**config.mk**
```make
export PLATFORM = sky130hd
export DESIGN_NAME = assembly_token_lexer_unit_flat
export DESIGN_NICKNAME = d
export VERILOG_FILES = /design/src/hw/rtl/atl_pkg.sv /design/src/hw/rtl/atl_ifs.sv /design/src/hw/rtl/atl_classify.sv /design/src/hw/rtl/atl_core.sv /design/src/hw/rtl/atl_queue.sv /design/src/hw/rtl/assembly_token_lexer_unit.sv /design/src/flat_wrapper.sv
export SDC_FILE = /design/constraint.sdc
export NUM_CORES = 1
export LEC_CHECK = 0
export BUFFER_PORTS_ARGS = -buffer_cell sky130_fd_sc_hd__buf_2
export CAP_MARGIN = 20
export CORE_ASPECT_RATIO = 2
export CORE_MARGIN = 5
export CORE_UTILIZATION = 60
export CTS_BUF_LIST = sky130_fd_sc_hd__clkbuf_4 sky130_fd_sc_hd__clkbuf_8 sky130_fd_sc_hd__clkbuf_16
export DETAILED_ROUTE_END_ITERATION = 7
export GPL_TIMING_DRIVEN = 0
export PLACE_DENSITY = 0.82
export SYNTH_ARGS = -nofsm -noshare
export SYNTH_HDL_FRONTEND = slang
export SYNTH_SLANG_ARGS = --single-unit
```
**constraint.sdc**
```tcl
create_clock -name clk -period 4.7 [get_ports clk]
set_clock_uncertainty 0.15 [all_clocks]
set_input_delay 0.47 -clock clk [delete_from_list [all_inputs] [get_ports clk]]
set_output_delay 0.47 -clock clk [all_outputs]
set_load 0.05 [all_outputs]
```
**src/hw/rtl/atl_pkg.sv**
```systemverilog
// Shared types, constants and helper functions for the assembly token lexer.
// No dependencies; every other file in hw/rtl except atl_ifs uses this package by scoped names.
`default_nettype none

package atl_pkg;

  // Longest word kept in full; longer words flag truncation.
  localparam int MAX_WORD_BYTES = 8;
  // Bytes of a word shown in word_text and used for keyword matching.
  localparam int TEXT_BYTES     = 8;
  localparam int TEXT_IDX_W     = $clog2(TEXT_BYTES);
  localparam int COUNT_W        = 8;
  localparam int COUNT_MAX      = (1 << COUNT_W) - 1;

  // Result queue.
  localparam int QUEUE_DEPTH    = 4;
  localparam int QPTR_W         = $clog2(QUEUE_DEPTH);
  localparam int QCNT_W         = $clog2(QUEUE_DEPTH + 1);

  localparam int NUM_INSTR      = 5;
  localparam int NUM_REGS       = 16;

  // Character codes.
  localparam logic [7:0] CH_NL     = 8'h0A;
  localparam logic [7:0] CH_SPACE  = 8'h20;
  localparam logic [7:0] CH_COMMA  = 8'h2C;
  localparam logic [7:0] CH_DOT    = 8'h2E;
  localparam logic [7:0] CH_0      = 8'h30;
  localparam logic [7:0] CH_9      = 8'h39;
  localparam logic [7:0] CH_COLON  = 8'h3A;
  localparam logic [7:0] CH_SEMI   = 8'h3B;
  localparam logic [7:0] CH_LBRACK = 8'h5B;
  localparam logic [7:0] CH_RBRACK = 8'h5D;
  localparam logic [7:0] CH_UNDER  = 8'h5F;
  localparam logic [7:0] CH_A_LC   = 8'h61;
  localparam logic [7:0] CH_Z_LC   = 8'h7A;

  typedef enum logic [2:0] {
    KIND_EOF    = 3'd0,
    KIND_NUMBER = 3'd1,
    KIND_SYMBOL = 3'd2,
    KIND_IDENT  = 3'd3,
    KIND_INSTR  = 3'd4,
    KIND_REG    = 3'd5
  } kind_t;

  typedef enum logic [2:0] {
    SYM_SEP     = 3'd0,
    SYM_LABEL   = 3'd1,
    SYM_LBRACK  = 3'd2,
    SYM_RBRACK  = 3'd3,
    SYM_REMARK  = 3'd4,
    SYM_OTHER   = 3'd5
  } sym_t;

  typedef enum logic [3:0] {
    MODE_IDLE    = 4'b0001,
    MODE_NUMBER  = 4'b0010,
    MODE_WORD    = 4'b0100,
    MODE_COMMENT = 4'b1000
  } mode_t;

  typedef struct packed {
    kind_t                   kind;
    sym_t                    sym;
    logic [31:0]             num;
    logic [3:0]              kw;
    logic [8*TEXT_BYTES-1:0] text;
    logic [COUNT_W-1:0]      len;
    logic                    trunc;
    logic                    last;
  } token_t;

  // Up to two tokens produced by one accepted transaction, in order.
  typedef struct packed {
    logic [1:0] n;
    token_t     first;
    token_t     second;
  } push_t;

  // Keyword text, first character in the low byte, zero padded.
  localparam logic [63:0] INSTR_TEXT [NUM_INSTR] = '{
    64'h0000_0000_0076_6F6D,   // mov
    64'h0000_0000_0064_6461,   // add
    64'h0000_0000_0070_6D6A,   // jmp
    64'h006C_6C61_6373_7973,   // syscall
    64'h0000_0000_0074_6572    // ret
  };
  localparam logic [COUNT_W-1:0] INSTR_LEN [NUM_INSTR] = '{
    8'd3, 8'd3, 8'd3, 8'd7, 8'd3
  };

  localparam logic [63:0] REG_TEXT [NUM_REGS] = '{
    64'h0000_0000_0078_6172,   // rax
    64'h0000_0000_0078_6272,   // rbx
    64'h0000_0000_0078_6372,   // rcx
    64'h0000_0000_0078_6472,   // rdx
    64'h0000_0000_0069_7372,   // rsi
    64'h0000_0000_0069_6472,   // rdi
    64'h0000_0000_0078_6165,   // eax
    64'h0000_0000_0078_6265,   // ebx
    64'h0000_0000_0078_6365,   // ecx
    64'h0000_0000_0078_6465,   // edx
    64'h0000_0000_0069_7365,   // esi
    64'h0000_0000_0069_6465,   // edi
    64'h0000_0000_0000_6C61,   // al
    64'h0000_0000_0000_6C62,   // bl
    64'h0000_0000_0000_6C63,   // cl
    64'h0000_0000_0000_6C64    // dl
  };
  localparam logic [COUNT_W-1:0] REG_LEN [NUM_REGS] = '{
    8'd3, 8'd3, 8'd3, 8'd3, 8'd3, 8'd3,
    8'd3, 8'd3, 8'd3, 8'd3, 8'd3, 8'd3,
    8'd2, 8'd2, 8'd2, 8'd2
  };

  function automatic logic is_numeral(input logic [7:0] c);
    return c inside {[CH_0:CH_9]};
  endfunction

  function automatic logic is_word_byte(input logic [7:0] c);
    return (c inside {[CH_0:CH_9], [CH_A_LC:CH_Z_LC]}) || (c == CH_DOT) || (c == CH_UNDER);
  endfunction

endpackage

`default_nettype wire

```
**src/hw/rtl/atl_ifs.sv**
```systemverilog
// Valid/ready channel interfaces for the lexer: source text in, tokens out.
// Depends on nothing; widths follow the token field definitions.
`default_nettype none

interface atl_in_if;
  logic       valid;
  logic       ready;
  logic [7:0] char_byte;
  logic       end_of_text;

  modport source (output valid, char_byte, end_of_text, input ready);
  modport sink   (input valid, char_byte, end_of_text, output ready);
endinterface

interface atl_out_if;
  logic        valid;
  logic        ready;
  logic [2:0]  token_kind;
  logic [2:0]  symbol_code;
  logic [31:0] number_value;
  logic [3:0]  keyword_index;
  logic [63:0] word_text;
  logic [7:0]  word_length;
  logic        word_truncated;
  logic        last_of_run;

  modport source (output valid, token_kind, symbol_code, number_value, keyword_index,
                  word_text, word_length, word_truncated, last_of_run, input ready);
  modport sink   (input valid, token_kind, symbol_code, number_value, keyword_index,
                  word_text, word_length, word_truncated, last_of_run, output ready);
endinterface

`default_nettype wire

```
**src/hw/rtl/atl_classify.sv**
```systemverilog
// Keyword classifier: matches the stored word against the mnemonic and register tables.
// Depends on atl_pkg.
`default_nettype none

module atl_classify (
  input  wire logic [8*atl_pkg::TEXT_BYTES-1:0] text,
  input  wire logic [atl_pkg::COUNT_W-1:0]      count,
  output atl_pkg::kind_t                        kind,
  output logic [3:0]                            kw
);

  always_comb begin
    kind = atl_pkg::KIND_IDENT;
    kw   = '0;
    for (int i = 0; i < atl_pkg::NUM_INSTR; i++) begin
      if (count == atl_pkg::INSTR_LEN[i] && text == atl_pkg::INSTR_TEXT[i]) begin
        kind = atl_pkg::KIND_INSTR;
        kw   = 4'(i);
      end
    end
    for (int i = 0; i < atl_pkg::NUM_REGS; i++) begin
      if (count == atl_pkg::REG_LEN[i] && text == atl_pkg::REG_TEXT[i]) begin
        kind = atl_pkg::KIND_REG;
        kw   = 4'(i);
      end
    end
  end

endmodule

`default_nettype wire

```
**src/hw/rtl/atl_core.sv**
```systemverilog
// Scanner core: scan state registers and the per-byte token logic.
// Depends on atl_pkg and atl_classify.
`default_nettype none

module atl_core (
  input  wire logic       clk,
  input  wire logic       rst_n,
  input  wire logic       in_fire,
  input  wire logic [7:0] char_byte,
  input  wire logic       end_of_text,
  output atl_pkg::push_t  push
);

  localparam int TW = 8 * atl_pkg::TEXT_BYTES;

  atl_pkg::mode_t               mode_r,  mode_nxt;
  logic [31:0]                  acc_r,   acc_nxt;
  logic [TW-1:0]                text_r,  text_nxt;
  logic [atl_pkg::COUNT_W-1:0]  count_r, count_nxt;

  atl_pkg::kind_t word_kind;
  logic [3:0]     word_kw;

  atl_pkg::token_t flush_tok, sym_tok, eof_tok, tok_a, tok_b;
  logic            has_flush;
  logic            gen_sym;
  logic [1:0]      n;
  logic [7:0]      digit;

  atl_classify u_classify (
    .text  (text_r),
    .count (count_r),
    .kind  (word_kind),
    .kw    (word_kw)
  );

  assign digit = char_byte - atl_pkg::CH_0;

  // Token for whatever number or word is pending in the state.
  always_comb begin
    flush_tok = '0;
    has_flush = 1'b0;
    case (mode_r)
      atl_pkg::MODE_NUMBER: begin
        has_flush     = 1'b1;
        flush_tok.kind = atl_pkg::KIND_NUMBER;
        flush_tok.num  = acc_r;
      end
      atl_pkg::MODE_WORD: begin
        has_flush       = 1'b1;
        flush_tok.kind  = word_kind;
        flush_tok.kw    = word_kw;
        flush_tok.text  = text_r;
        flush_tok.len   = count_r;
        flush_tok.trunc = (count_r > atl_pkg::COUNT_W'(atl_pkg::MAX_WORD_BYTES));
      end
      default: ;
    endcase
  end

  always_comb begin
    eof_tok = '0;
    eof_tok.kind = atl_pkg::KIND_EOF;
  end

  always_comb begin
    mode_nxt  = mode_r;
    acc_nxt   = acc_r;
    text_nxt  = text_r;
    count_nxt = count_r;
    sym_tok   = '0;
    sym_tok.kind = atl_pkg::KIND_SYMBOL;
    gen_sym   = 1'b0;
    tok_a     = '0;
    tok_b     = '0;
    n         = 2'd0;

    if (end_of_text) begin
      // flush, emit EOF, return to reset state
      mode_nxt  = atl_pkg::MODE_IDLE;
      acc_nxt   = '0;
      text_nxt  = '0;
      count_nxt = '0;
      tok_a     = has_flush ? flush_tok : eof_tok;
      tok_b     = eof_tok;
      n         = has_flush ? 2'd2 : 2'd1;
    end else if (mode_r == atl_pkg::MODE_COMMENT) begin
      if (char_byte == atl_pkg::CH_NL) begin
        mode_nxt = atl_pkg::MODE_IDLE;
      end
    end else if (mode_r == atl_pkg::MODE_NUMBER && atl_pkg::is_numeral(char_byte)) begin
      acc_nxt = {acc_r[28:0], 3'b000} + {acc_r[30:0], 1'b0} + {24'd0, digit};
    end else if (mode_r == atl_pkg::MODE_WORD && atl_pkg::is_word_byte(char_byte)) begin
      if (count_r < atl_pkg::COUNT_W'(atl_pkg::TEXT_BYTES)) begin
        text_nxt[8*count_r[atl_pkg::TEXT_IDX_W-1:0] +: 8] = char_byte;
      end
      if (count_r != atl_pkg::COUNT_W'(atl_pkg::COUNT_MAX)) begin
        count_nxt = count_r + 1'b1;
      end
    end else begin
      // pending token (if any) ends here; byte then starts what follows
      mode_nxt = atl_pkg::MODE_IDLE;
      if (char_byte == atl_pkg::CH_SPACE || char_byte == atl_pkg::CH_NL) begin
        mode_nxt = atl_pkg::MODE_IDLE;
      end else if (atl_pkg::is_numeral(char_byte)) begin
        mode_nxt = atl_pkg::MODE_NUMBER;
        acc_nxt  = {24'd0, digit};
      end else if (atl_pkg::is_word_byte(char_byte)) begin
        mode_nxt  = atl_pkg::MODE_WORD;
        text_nxt  = {{(TW-8){1'b0}}, char_byte};
        count_nxt = atl_pkg::COUNT_W'(1);
      end else begin
        gen_sym = 1'b1;
        case (char_byte)
          atl_pkg::CH_COMMA:  sym_tok.sym = atl_pkg::SYM_SEP;
          atl_pkg::CH_COLON:  sym_tok.sym = atl_pkg::SYM_LABEL;
          atl_pkg::CH_LBRACK: sym_tok.sym = atl_pkg::SYM_LBRACK;
          atl_pkg::CH_RBRACK: sym_tok.sym = atl_pkg::SYM_RBRACK;
          atl_pkg::CH_SEMI: begin
            sym_tok.sym = atl_pkg::SYM_REMARK;
            mode_nxt    = atl_pkg::MODE_COMMENT;
          end
          default:            sym_tok.sym = atl_pkg::SYM_OTHER;
        endcase
      end
      tok_a = has_flush ? flush_tok : sym_tok;
      tok_b = sym_tok;
      n     = {1'b0, has_flush} + {1'b0, gen_sym};
    end

    tok_a.last = (n == 2'd1);
    tok_b.last = 1'b1;
  end

  assign push.n      = n;
  assign push.first  = tok_a;
  assign push.second = tok_b;

  always_ff @(posedge clk) begin
    if (!rst_n) begin
      mode_r  <= atl_pkg::MODE_IDLE;
      acc_r   <= '0;
      text_r  <= '0;
      count_r <= '0;
    end else if (in_fire) begin
      mode_r  <= mode_nxt;
      acc_r   <= acc_nxt;
      text_r  <= text_nxt;
      count_r <= count_nxt;
    end
  end

endmodule

`default_nettype wire

```
**src/hw/rtl/atl_queue.sv**
```systemverilog
// Result queue: holds finished tokens until the sink takes them; takes up to two per push.
// Depends on atl_pkg.
`default_nettype none

module atl_queue (
  input  wire logic       clk,
  input  wire logic       rst_n,
  input  wire logic       push_en,
  input  atl_pkg::push_t  push,
  output logic            has_room,
  output logic            out_valid,
  input  wire logic       out_ready,
  output atl_pkg::token_t out_tok
);

  atl_pkg::token_t               q_r [atl_pkg::QUEUE_DEPTH];
  logic [atl_pkg::QPTR_W-1:0]    wr_ptr_r, wr_ptr_nxt;
  logic [atl_pkg::QPTR_W-1:0]    rd_ptr_r, rd_ptr_nxt;
  logic [atl_pkg::QCNT_W-1:0]    cnt_r,    cnt_nxt;
  logic [1:0]                    push_n;
  logic                          pop;
  logic [atl_pkg::QPTR_W-1:0]    wr_ptr_p1;

  assign push_n    = push_en ? push.n : 2'd0;
  assign pop       = out_valid && out_ready;
  assign out_valid = (cnt_r != '0);
  assign out_tok   = q_r[rd_ptr_r];
  // room for a transaction that makes two tokens, independent of out_ready
  assign has_room  = (cnt_r <= atl_pkg::QCNT_W'(atl_pkg::QUEUE_DEPTH - 2));
  assign wr_ptr_p1 = wr_ptr_r + 1'b1;

  assign wr_ptr_nxt = wr_ptr_r + atl_pkg::QPTR_W'(push_n);
  assign rd_ptr_nxt = rd_ptr_r + atl_pkg::QPTR_W'(pop);
  assign cnt_nxt    = cnt_r + atl_pkg::QCNT_W'(push_n) - atl_pkg::QCNT_W'(pop);

  always_ff @(posedge clk) begin
    if (push_n != 2'd0) begin
      q_r[wr_ptr_r] <= push.first;
    end
    if (push_n == 2'd2) begin
      q_r[wr_ptr_p1] <= push.second;
    end
  end

  always_ff @(posedge clk) begin
    if (!rst_n) begin
      wr_ptr_r <= '0;
      rd_ptr_r <= '0;
      cnt_r    <= '0;
    end else begin
      wr_ptr_r <= wr_ptr_nxt;
      rd_ptr_r <= rd_ptr_nxt;
      cnt_r    <= cnt_nxt;
    end
  end

endmodule

`default_nettype wire

```
**src/hw/rtl/assembly_token_lexer_unit.sv**
```systemverilog
// Assembly token lexer top level: scanner core feeding a four-entry result queue.
// Depends on atl_pkg, atl_ifs, atl_core and atl_queue.
// Output: each token is written into the result queue and reaches out_chan behind any tokens queued before it.
// Throughput: one byte per cycle while in_chan.ready is high; a byte that ends a token and makes another
//   pushes two tokens into the queue, and in_chan.ready drops while the queue holds three or more.
// Reset: synchronous, active low; clears the scan state and empties the queue.
`default_nettype none

module assembly_token_lexer_unit (
  input  wire logic   clk,
  input  wire logic   rst_n,
  atl_in_if.sink      in_chan,
  atl_out_if.source   out_chan
);

  atl_pkg::push_t  push;
  atl_pkg::token_t head;
  logic            has_room;
  logic            in_fire;

  assign in_chan.ready = has_room;
  assign in_fire       = in_chan.valid && has_room;

  atl_core u_core (
    .clk         (clk),
    .rst_n       (rst_n),
    .in_fire     (in_fire),
    .char_byte   (in_chan.char_byte),
    .end_of_text (in_chan.end_of_text),
    .push        (push)
  );

  atl_queue u_queue (
    .clk       (clk),
    .rst_n     (rst_n),
    .push_en   (in_fire),
    .push      (push),
    .has_room  (has_room),
    .out_valid (out_chan.valid),
    .out_ready (out_chan.ready),
    .out_tok   (head)
  );

  assign out_chan.token_kind     = head.kind;
  assign out_chan.symbol_code    = head.sym;
  assign out_chan.number_value   = head.num;
  assign out_chan.keyword_index  = head.kw;
  assign out_chan.word_text      = head.text;
  assign out_chan.word_length    = head.len;
  assign out_chan.word_truncated = head.trunc;
  assign out_chan.last_of_run    = head.last;

endmodule

`default_nettype wire

```
**src/flat_wrapper.sv**
```systemverilog
// flat-port wrapper written by rule: the top's interface ports become plain ports
module assembly_token_lexer_unit_flat 
  (clk, rst_n, in_chan_valid, in_chan_char_byte, in_chan_end_of_text, in_chan_ready, out_chan_valid, out_chan_token_kind, out_chan_symbol_code, out_chan_number_value, out_chan_keyword_index, out_chan_word_text, out_chan_word_length, out_chan_word_truncated, out_chan_last_of_run, out_chan_ready);
  atl_in_if in_chan_i ();
  atl_out_if out_chan_i ();
  input  wire logic clk;
  input  wire logic rst_n;
  input wire logic [$bits(in_chan_i.valid)-1:0] in_chan_valid;
  input wire logic [$bits(in_chan_i.char_byte)-1:0] in_chan_char_byte;
  input wire logic [$bits(in_chan_i.end_of_text)-1:0] in_chan_end_of_text;
  output wire logic [$bits(in_chan_i.ready)-1:0] in_chan_ready;
  output wire logic [$bits(out_chan_i.valid)-1:0] out_chan_valid;
  output wire logic [$bits(out_chan_i.token_kind)-1:0] out_chan_token_kind;
  output wire logic [$bits(out_chan_i.symbol_code)-1:0] out_chan_symbol_code;
  output wire logic [$bits(out_chan_i.number_value)-1:0] out_chan_number_value;
  output wire logic [$bits(out_chan_i.keyword_index)-1:0] out_chan_keyword_index;
  output wire logic [$bits(out_chan_i.word_text)-1:0] out_chan_word_text;
  output wire logic [$bits(out_chan_i.word_length)-1:0] out_chan_word_length;
  output wire logic [$bits(out_chan_i.word_truncated)-1:0] out_chan_word_truncated;
  output wire logic [$bits(out_chan_i.last_of_run)-1:0] out_chan_last_of_run;
  input wire logic [$bits(out_chan_i.ready)-1:0] out_chan_ready;
  assign in_chan_i.valid = in_chan_valid;
  assign in_chan_i.char_byte = in_chan_char_byte;
  assign in_chan_i.end_of_text = in_chan_end_of_text;
  assign in_chan_ready = in_chan_i.ready;
  assign out_chan_valid = out_chan_i.valid;
  assign out_chan_token_kind = out_chan_i.token_kind;
  assign out_chan_symbol_code = out_chan_i.symbol_code;
  assign out_chan_number_value = out_chan_i.number_value;
  assign out_chan_keyword_index = out_chan_i.keyword_index;
  assign out_chan_word_text = out_chan_i.word_text;
  assign out_chan_word_length = out_chan_i.word_length;
  assign out_chan_word_truncated = out_chan_i.word_truncated;
  assign out_chan_last_of_run = out_chan_i.last_of_run;
  assign out_chan_i.ready = out_chan_ready;
  assembly_token_lexer_unit u_core (.clk(clk), .rst_n(rst_n), .in_chan(in_chan_i), .out_chan(out_chan_i));
endmodule
```
=== After elaboration in Yosys (flattened, before gate mapping) ===
Memory sizes are Yosys's and may differ from the RTL's. A register that Yosys moved wholly into a read port is not among the register bits.
Cells that the tools add are included.

* Register bits: 115
* Bits in writable memories: 464
* Input port bits: 13
* Output and inout port bits: 118
* Word-level logic and storage cells: 227
* Memories: 1

* $add $sub $neg: 11
* Order comparisons: 7
* Equality and inequality tests: 50
* Shifts and indexed selects: 2
* Muxes and demuxes: 109
* Reductions and logical operators: 40

{| class="wikitable"
|+ Memory list
! memory !! depth !! width !! rd ports !! clocked after Yosys merged registers in !! write ports !! RTL line !! text
|-
| u_core.u_queue.q_r || 4 || 116 || 1 || 1 || 2 || atl_queue.sv:16 || <nowiki>atl_pkg::token_t q_r [atl_pkg::QUEUE_DEPTH];</nowiki>
|}

{| class="wikitable"
|+ Operator list
! kind !! number
|-
| equality test 64 x 23 -> 1 bit (second input constant) || 16
|-
| two-way mux 116 bit || 6
|-
| two-way mux 64 bit || 8
|-
| two-way mux 115 bit || 4
|-
| equality test 64 x 15 -> 1 bit (second input constant) || 4
|-
| two-way mux 32 bit || 7
|-
| two-way mux 3 bit || 33
|-
| two-way mux 77 bit || 1
|-
| two-way mux 4 bit || 17
|-
| bitwise mux 64 bit || 1
|-
| equality test 64 x 55 -> 1 bit (second input constant) || 1
|-
| two-way mux 8 bit || 8
|-
| variable shift 8 x 34 -> 64 bit (first input constant) || 1
|-
| variable part select 8 x 34 -> 64 bit || 1
|-
| equality test 8 x 6 -> 1 bit (second input constant) || 5
|-
| negation 6 -> 34 bit || 1
|-
| adder 32 bit || 1
|-
| adder 32 x 8 -> 32 bit || 1
|-
| logical AND 1 bit || 27
|-
| equality test 8 x 7 -> 1 bit (second input constant) || 3
|-
| two-way mux 2 bit || 9
|-
| equality test 8 x 2 -> 1 bit (second input constant) || 2
|-
| != test 3 bit (second input constant) || 5
|-
| case mux 3 bit (5 select lines) || 1
|-
| other kinds (34) || 56
|}

=== Logic depth before layout (Yosys ltp) ===
* Depth in word-level cells: 29
* Mapped depth: 22
* Mapped depth without buffers: 20

=== Modules after synthesis ===
A second synthesis with hierarchy kept.

* Cells, all modules: 2298
* Area total of the unflattened synthesis: 31938.1 µm²

{| class="wikitable"
|+ Modules (own cells, without submodules)
! module !! instances !! cells an instance !! area an instance (µm²) !! seq. area each (µm²)
|-
| atl_queue || 1 || 1175 || 22809.4 || 14073.5
|-
| atl_core || 1 || 989 || 8070.2 || 2162.1
|-
| atl_classify || 1 || 133 || 1052.3 || 0.0
|-
| assembly_token_lexer_unit || 1 || 1 || 6.3 || 0.0
|}

=== Worst setup path after synthesis ===
OpenSTA, ideal clock, no wires.

* Kind: in2reg
* Start: in in_chan_char_byte[4]
* End: reg u_core.u_queue.cnt_r[2] (netlist name)
* Library setup time: 0.115 ns
* Arrival time: 4.056 ns
* Data required time: 4.435 ns
* Path slack: 0.379 ns
* Cell stages on the path: 21
* Path buffers: 2
* Cell sequence: clkbuf_1 -> inv_1 -> ha_1 -> or3b_2 -> a211oi_1 -> or3_1 -> inv_1 -> ha_1 -> nand2_1 -> nand2_1 -> and2_1 -> buf_2 -> nand2_1 -> ha_1 -> inv_1 -> ha_1 -> inv_1 -> fa_1 -> xor2_1 -> xnor2_1 -> and2_1

* Longest elaborated chain between the ends: 20
* Elaborated cells between the ends (all ways): 31
* Classes of those cells: add/sub: 3; order compare: 4; eq/ne: 4; mux: 12; reduce/logical: 8

{| class="wikitable"
|+ RTL lines
! item !! RTL line !! text
|-
| start: declaration || flat_wrapper.sv:9 || <nowiki>input wire logic [$bits(in_chan_i.char_byte)-1:0] in_chan_char_byte;</nowiki>
|-
| >= comparator 8 x 6 -> 1 bit (tied with other cells) || atl_pkg.sv:118, atl_pkg.sv:122 ||
|-
| logical AND 1 bit (on tied branches) || atl_pkg.sv:118, atl_pkg.sv:122 ||
|-
| nonzero test 2 bit || atl_pkg.sv:122 || <nowiki>return (c inside {[CH_0:CH_9], [CH_A_LC:CH_Z_LC]}) || (c == CH_DOT) || (c == CH_UNDER);</nowiki>
|-
| logical OR 1 bit (2 in series) || atl_pkg.sv:122 ||
|-
| two-way mux 1 bit || atl_core.sv:108 || <nowiki>end else if (atl_pkg::is_word_byte(char_byte)) begin</nowiki>
|-
| two-way mux 1 bit || atl_core.sv:105 || <nowiki>end else if (atl_pkg::is_numeral(char_byte)) begin</nowiki>
|-
| two-way mux 1 bit || atl_core.sv:103 || <nowiki>if (char_byte == atl_pkg::CH_SPACE || char_byte == atl_pkg::CH_NL) begin</nowiki>
|-
| two-way mux 1 bit || atl_core.sv:93 || <nowiki>end else if (mode_r == atl_pkg::MODE_WORD && atl_pkg::is_word_byte(char_byte)) begin</nowiki>
|-
| [... 3 more ...] || -- ||
|-
| adder 1 x 1 -> 2 bit || atl_core.sv:128 || <nowiki>n = {1'b0, has_flush} + {1'b0, gen_sym};</nowiki>
|-
| two-way mux 2 bit || atl_core.sv:93 ||
|-
| two-way mux 2 bit * || atl_core.sv:91 || <nowiki>end else if (mode_r == atl_pkg::MODE_NUMBER && atl_pkg::is_numeral(char_byte)) begin</nowiki>
|-
| two-way mux 2 bit * || atl_core.sv:87 || <nowiki>end else if (mode_r == atl_pkg::MODE_COMMENT) begin</nowiki>
|-
| two-way mux 2 bit * || atl_core.sv:78 || <nowiki>if (end_of_text) begin</nowiki>
|-
| two-way mux 2 bit * || atl_queue.sv:24 || <nowiki>assign push_n = push_en ? push.n : 2'd0;</nowiki>
|-
| adder 3 x 2 -> 3 bit * || atl_queue.sv:34 || <nowiki>assign cnt_nxt = cnt_r + atl_pkg::QCNT_W'(push_n) - atl_pkg::QCNT_W'(pop);</nowiki>
|-
| subtractor 3 x 1 -> 3 bit * || atl_queue.sv:34 ||
|-
| end signal: assignment || atl_queue.sv:53 || <nowiki>cnt_r <= cnt_nxt;</nowiki>
|-
| end: declaration || atl_queue.sv:19 || <nowiki>logic [atl_pkg::QCNT_W-1:0] cnt_r, cnt_nxt;</nowiki>
|}

Mark *: on every way between the ends. The rest lies on a longest branch, timed or not. The select of a mux whose other input is x is not followed.
A chain may end at the register's enable or synchronous reset.

=== Final worst setup path ===
Ends and elaborated chain as after synthesis.

==> results.json <==
{
  "arrival_ps": 4810,
  "worst-path-stages": 22,
  "clk_pin_slew_ps": 70,
  "p_comb_frac": 0.171,
  "drt_pass1_iterations": 7,
  "clockBufferDepth": 3,
  "drt-total-wl_um": 85500,
  "rows": 107,
  "viasPerCell": 7.29,
  "worst_slew_pin_slew_ps": 1120,
  "timing.rr.start": "u_core.u_core.acc_r[3]$_SDFFE_PN0P_",
  "post-place-ws_ps": -568,
  "grt_max_degree": 18,
  "yosys_most_used_dff": "dfxtp_1",
  "outcome": "finished clean",
  "switching_share": 0.294,
  "grt_pass1_vias": 22800,
  "fmax_ghz": 0.223,
  "layout-drive-gt1-share": 0.187,
  "hp-start": "in_chan_char_byte[5]",
  "yosysWarnings": 0,
  "routedWlPerCell_um": 28.3,
  "setup_ws_ps": 219,
  "gp_congestion": 1.04,
  "crit_chain": "buf_2 -> clkbuf_2 -> inv_1 -> ha_1 -> or3b_2 -> a211oi_2 -> or3_1 -> inv_1 -> ha_1 -> nand2_1 -> nand2_1 -> and2_1 -> buf_2 -> nand2_1 -> ha_1 -> inv_1 -> ha_1 -> inv_1 -> fa_1 -> xor2_1 -> xnor2_1 -> and2_1",
  "antenna_found_initial": 5,
  "grt_setup_unrepaired": "false",
  "vdd_drop_max_uv": 274,
  "design.core.area_um2": 42700,
  "p_seq_frac": 0.455,
  "slew_headroom": 0.248,
  "crit_fanout": 10,
  "min_path_type": "in -> reg",
  "fin_total_pwr_w": 0.0110,
  "syn_nets": 2340,
  "die_h_um": 304,
  "setup_viol": 0,
  "grt_pass1_wl_um": 129000,
  "syn_inst": 2252,
  "cp.required_ps": 5020,
  "ys_seq_area_frac": 0.453,
  "post-route-min-period_ps": 4480,
  "drc_errors": 0,
  "crit_path_start_kind": "input port",
  "slowest_delay_ps": 460,
  "switching_power_w": 0.00325,
  "first_iter_violations": 1894,
  "ff2ff_path_depth": 10,
  "clockPowerShare": 0.374,
  "synthesis.area_um2": 26000,
  "critPathKind": "in -> reg",
  "numCtsBuffers": 49,
  "grt.total_usage": 0.348,
  "grt.overflow.total": 0,
  "cts_tree": "yes",
  "synthArstFlopShare": 0,
  "die_x_um": 157,
  "whs_path_depth": 3,
  "clock_tree.htree_level_count": 2,
  "period_share": 0.953,
  "postCtsSetupRepairBufs": 0,
  "fin_tns_setup_ps": 0,
  "place.port_buffers": 130,
  "startpoint": "in_chan_char_byte[4]",
  "path_buf_inv": 7,
  "ys_ff_latch": 579,
  "synth-edff-count": 16,
  "hold_viol": 0,
  "crit_family": "adder cells",
  "dieArea_um2": 47800,
  "cpMaxStageDelayCell": "or3b_2",
  "dpl.hpwl_um": 63600,
  "fin_nets": 2526,
  "intPower_w": 0.00780,
  "insertion_delay_ps": 590,
  "syn_avg_cell_area_um2": 11.5,
  "p_leak_nw": 10.5,
  "final_max_slew_viol_count": 0,
  "cts.sinks": 579,
  "num_vias": 22000,
  "syn_to_final_growth_pct": 11.6,
  "powerDensity_nw_per_um2": 381,
  "end_kind": "flop",
  "drv_cap": 0,
  "boundaryPins": 131,
  "ant_nets": 0,
  "synth_cell_type_count": 83,
  "start_util": 0.608,
  "root_buffer": "clkbuf_16"
}
==> per-stage QoR <==
step / hold WS, ps / instance area [µm²] / util / std cells
floorplan: 277 / 26000 / - / 2252
global placement: 290 / 27300 / 0.639 / 2927
detailed placement: 298 / 27300 / 0.639 / 2930
CTS: 131 / 28900 / 0.677 / 3016
global route: 180 / 29000 / 0.678 / 3019
finish: 177 / 29000 / 0.679 / 3021
==> cells in the final DEF (no fill, tap or decap), types with 31 or more instances in the layout <==
cell	netlist	routed
dfxtp_1	563	563
a32o_1	435	435
buf_2	59	190
clkbuf_1	127	126
mux4_2	116	116
nand2_1	91	91
nor2_1	69	69
ha_1	68	68
o21ai_0	52	52
clkbuf_16	0	49
inv_1	47	47
o2bb2ai_1	47	47
a21oi_1	38	38
nor4_1	32	32
nor2b_1	31	31
xnor2_1	31	31
==> per-layer routing <==
metal,vias to the layer above,global-route usage,routed length (µm)
met5,-,0,47
met4,6,0.298,9410
met3,468,0.0566,5570
met2,1238,0.621,44000
met1,10800,0.338,26400
li1,9507,-,-
==> logic make-up (layout without fill, tap and decap cells) <==
| kind of cell | count (synthesis) | after routing | synth area share |
|---|---|---|---|
| AO/OA/AOI/OAI | 729 | 729 | 0.251 |
| flip-flops | 579 | 579 | 0.453 |
| AND/OR/NAND/NOR | 416 | 416 | 0.0887 |
| buffers and inverters | 292 | 513 | 0.0537 |
| multiplexers | 118 | 118 | 0.101 |
| adder cells (fa/ha/maj) | 75 | 75 | 0.0382 |
| XOR/XNOR | 43 | 43 | 0.0145 |
| other | 0 | 3 | 0 |
==> power groups by stage <==
| stage | Sequential, W | Clock (W) | Combinational [W] |
|---|---|---|---|
| after floorplan | 0.00512 | 0 | 0.00126 |
| after global placement | 0.00513 | 0 | 0.00181 |
| after detailed placement | 0.00514 | 0 | 0.00184 |
| after CTS | 0.00503 | 0.00415 | 0.00184 |
| after global routing | 0.00503 | 0.00434 | 0.00197 |
| final | 0.00503 | 0.00413 | 0.00188 |
==> repair_timing <==
item | in CTS | in global routing
endpoints found under the setup margin | 0 | 71
gates resized for setup | 0 | 8
hold buffers | 0 | 0
==> flip-flops by register name, summed over array words and instances (netlist names) <==
name,count
u_core.u_queue.wr_ptr_r,2
u_core.u_core.acc_r,32
u_core.u_queue.cnt_r,3
u_core.u_queue.q_r,464
u_core.u_core.mode_r,4
u_core.u_queue.rd_ptr_r,2
u_core.u_core.text_r,64
u_core.u_core.count_r,8
==> layout make-up <==
class	count	area (µm²)
inverter	47	176
buffer	245	1230
sequential	579	11800
clock buffer	65	1380
tap	545	682
fill	3255	13700
clock inverter	21	234
multi-input combinational	1381	12800
timing repair buffer	135	701
antenna	3	7.51
==> worst min-delay path, stage by stage <==
cell	delay (ps)
buf_2	220
nand2_1	110
o2bb2ai_1	70
==> synthesized netlist by cell type (12+ instances only) <==
library cell  count  area [µm²]
nor2b_1          31         194
and2_1           24         150
nand4_1          29         181
clkbuf_1        127         477
nor3_1           29         145
mux4_2          116        2610
nand2b_1         12        75.1
dfxtp_1         563       11300
nand2_1          91         342
o21ai_0          52         260
and3_1           13        81.3
nor2_1           69         259
xnor2_1          31         272
o22ai_1          14        87.6
a32o_1          435        4350
nor4_1           32         200
o31ai_1          18         135
ha_1             68         851
edfxtp_1         16         480
buf_2            59         295
o2bb2ai_1        47         412
a21oi_1          38         190
nand3_1          28         140
inv_1            47         176
buf_6            26         293
a22o_1           15         131
a22oi_1          13        97.6
buf_1            25        93.8
xor2_1           12         105
==> worst paths after layout <==
check | to | slack (ps)
setup / recovery | u_core.u_queue.cnt_r[2]$_SDFF_PN0_ | 220
hold / removal | u_core.u_core.text_r[45]$_SDFFE_PN0P_ | 180
setup reg to reg | u_core.u_core.acc_r[26]$_SDFFE_PN0P_ | 380
hold reg to reg | u_core.u_queue.q_r[1][62]$_SDFFE_PP0P_ | 310
Power figures use the tool's default switching activity.
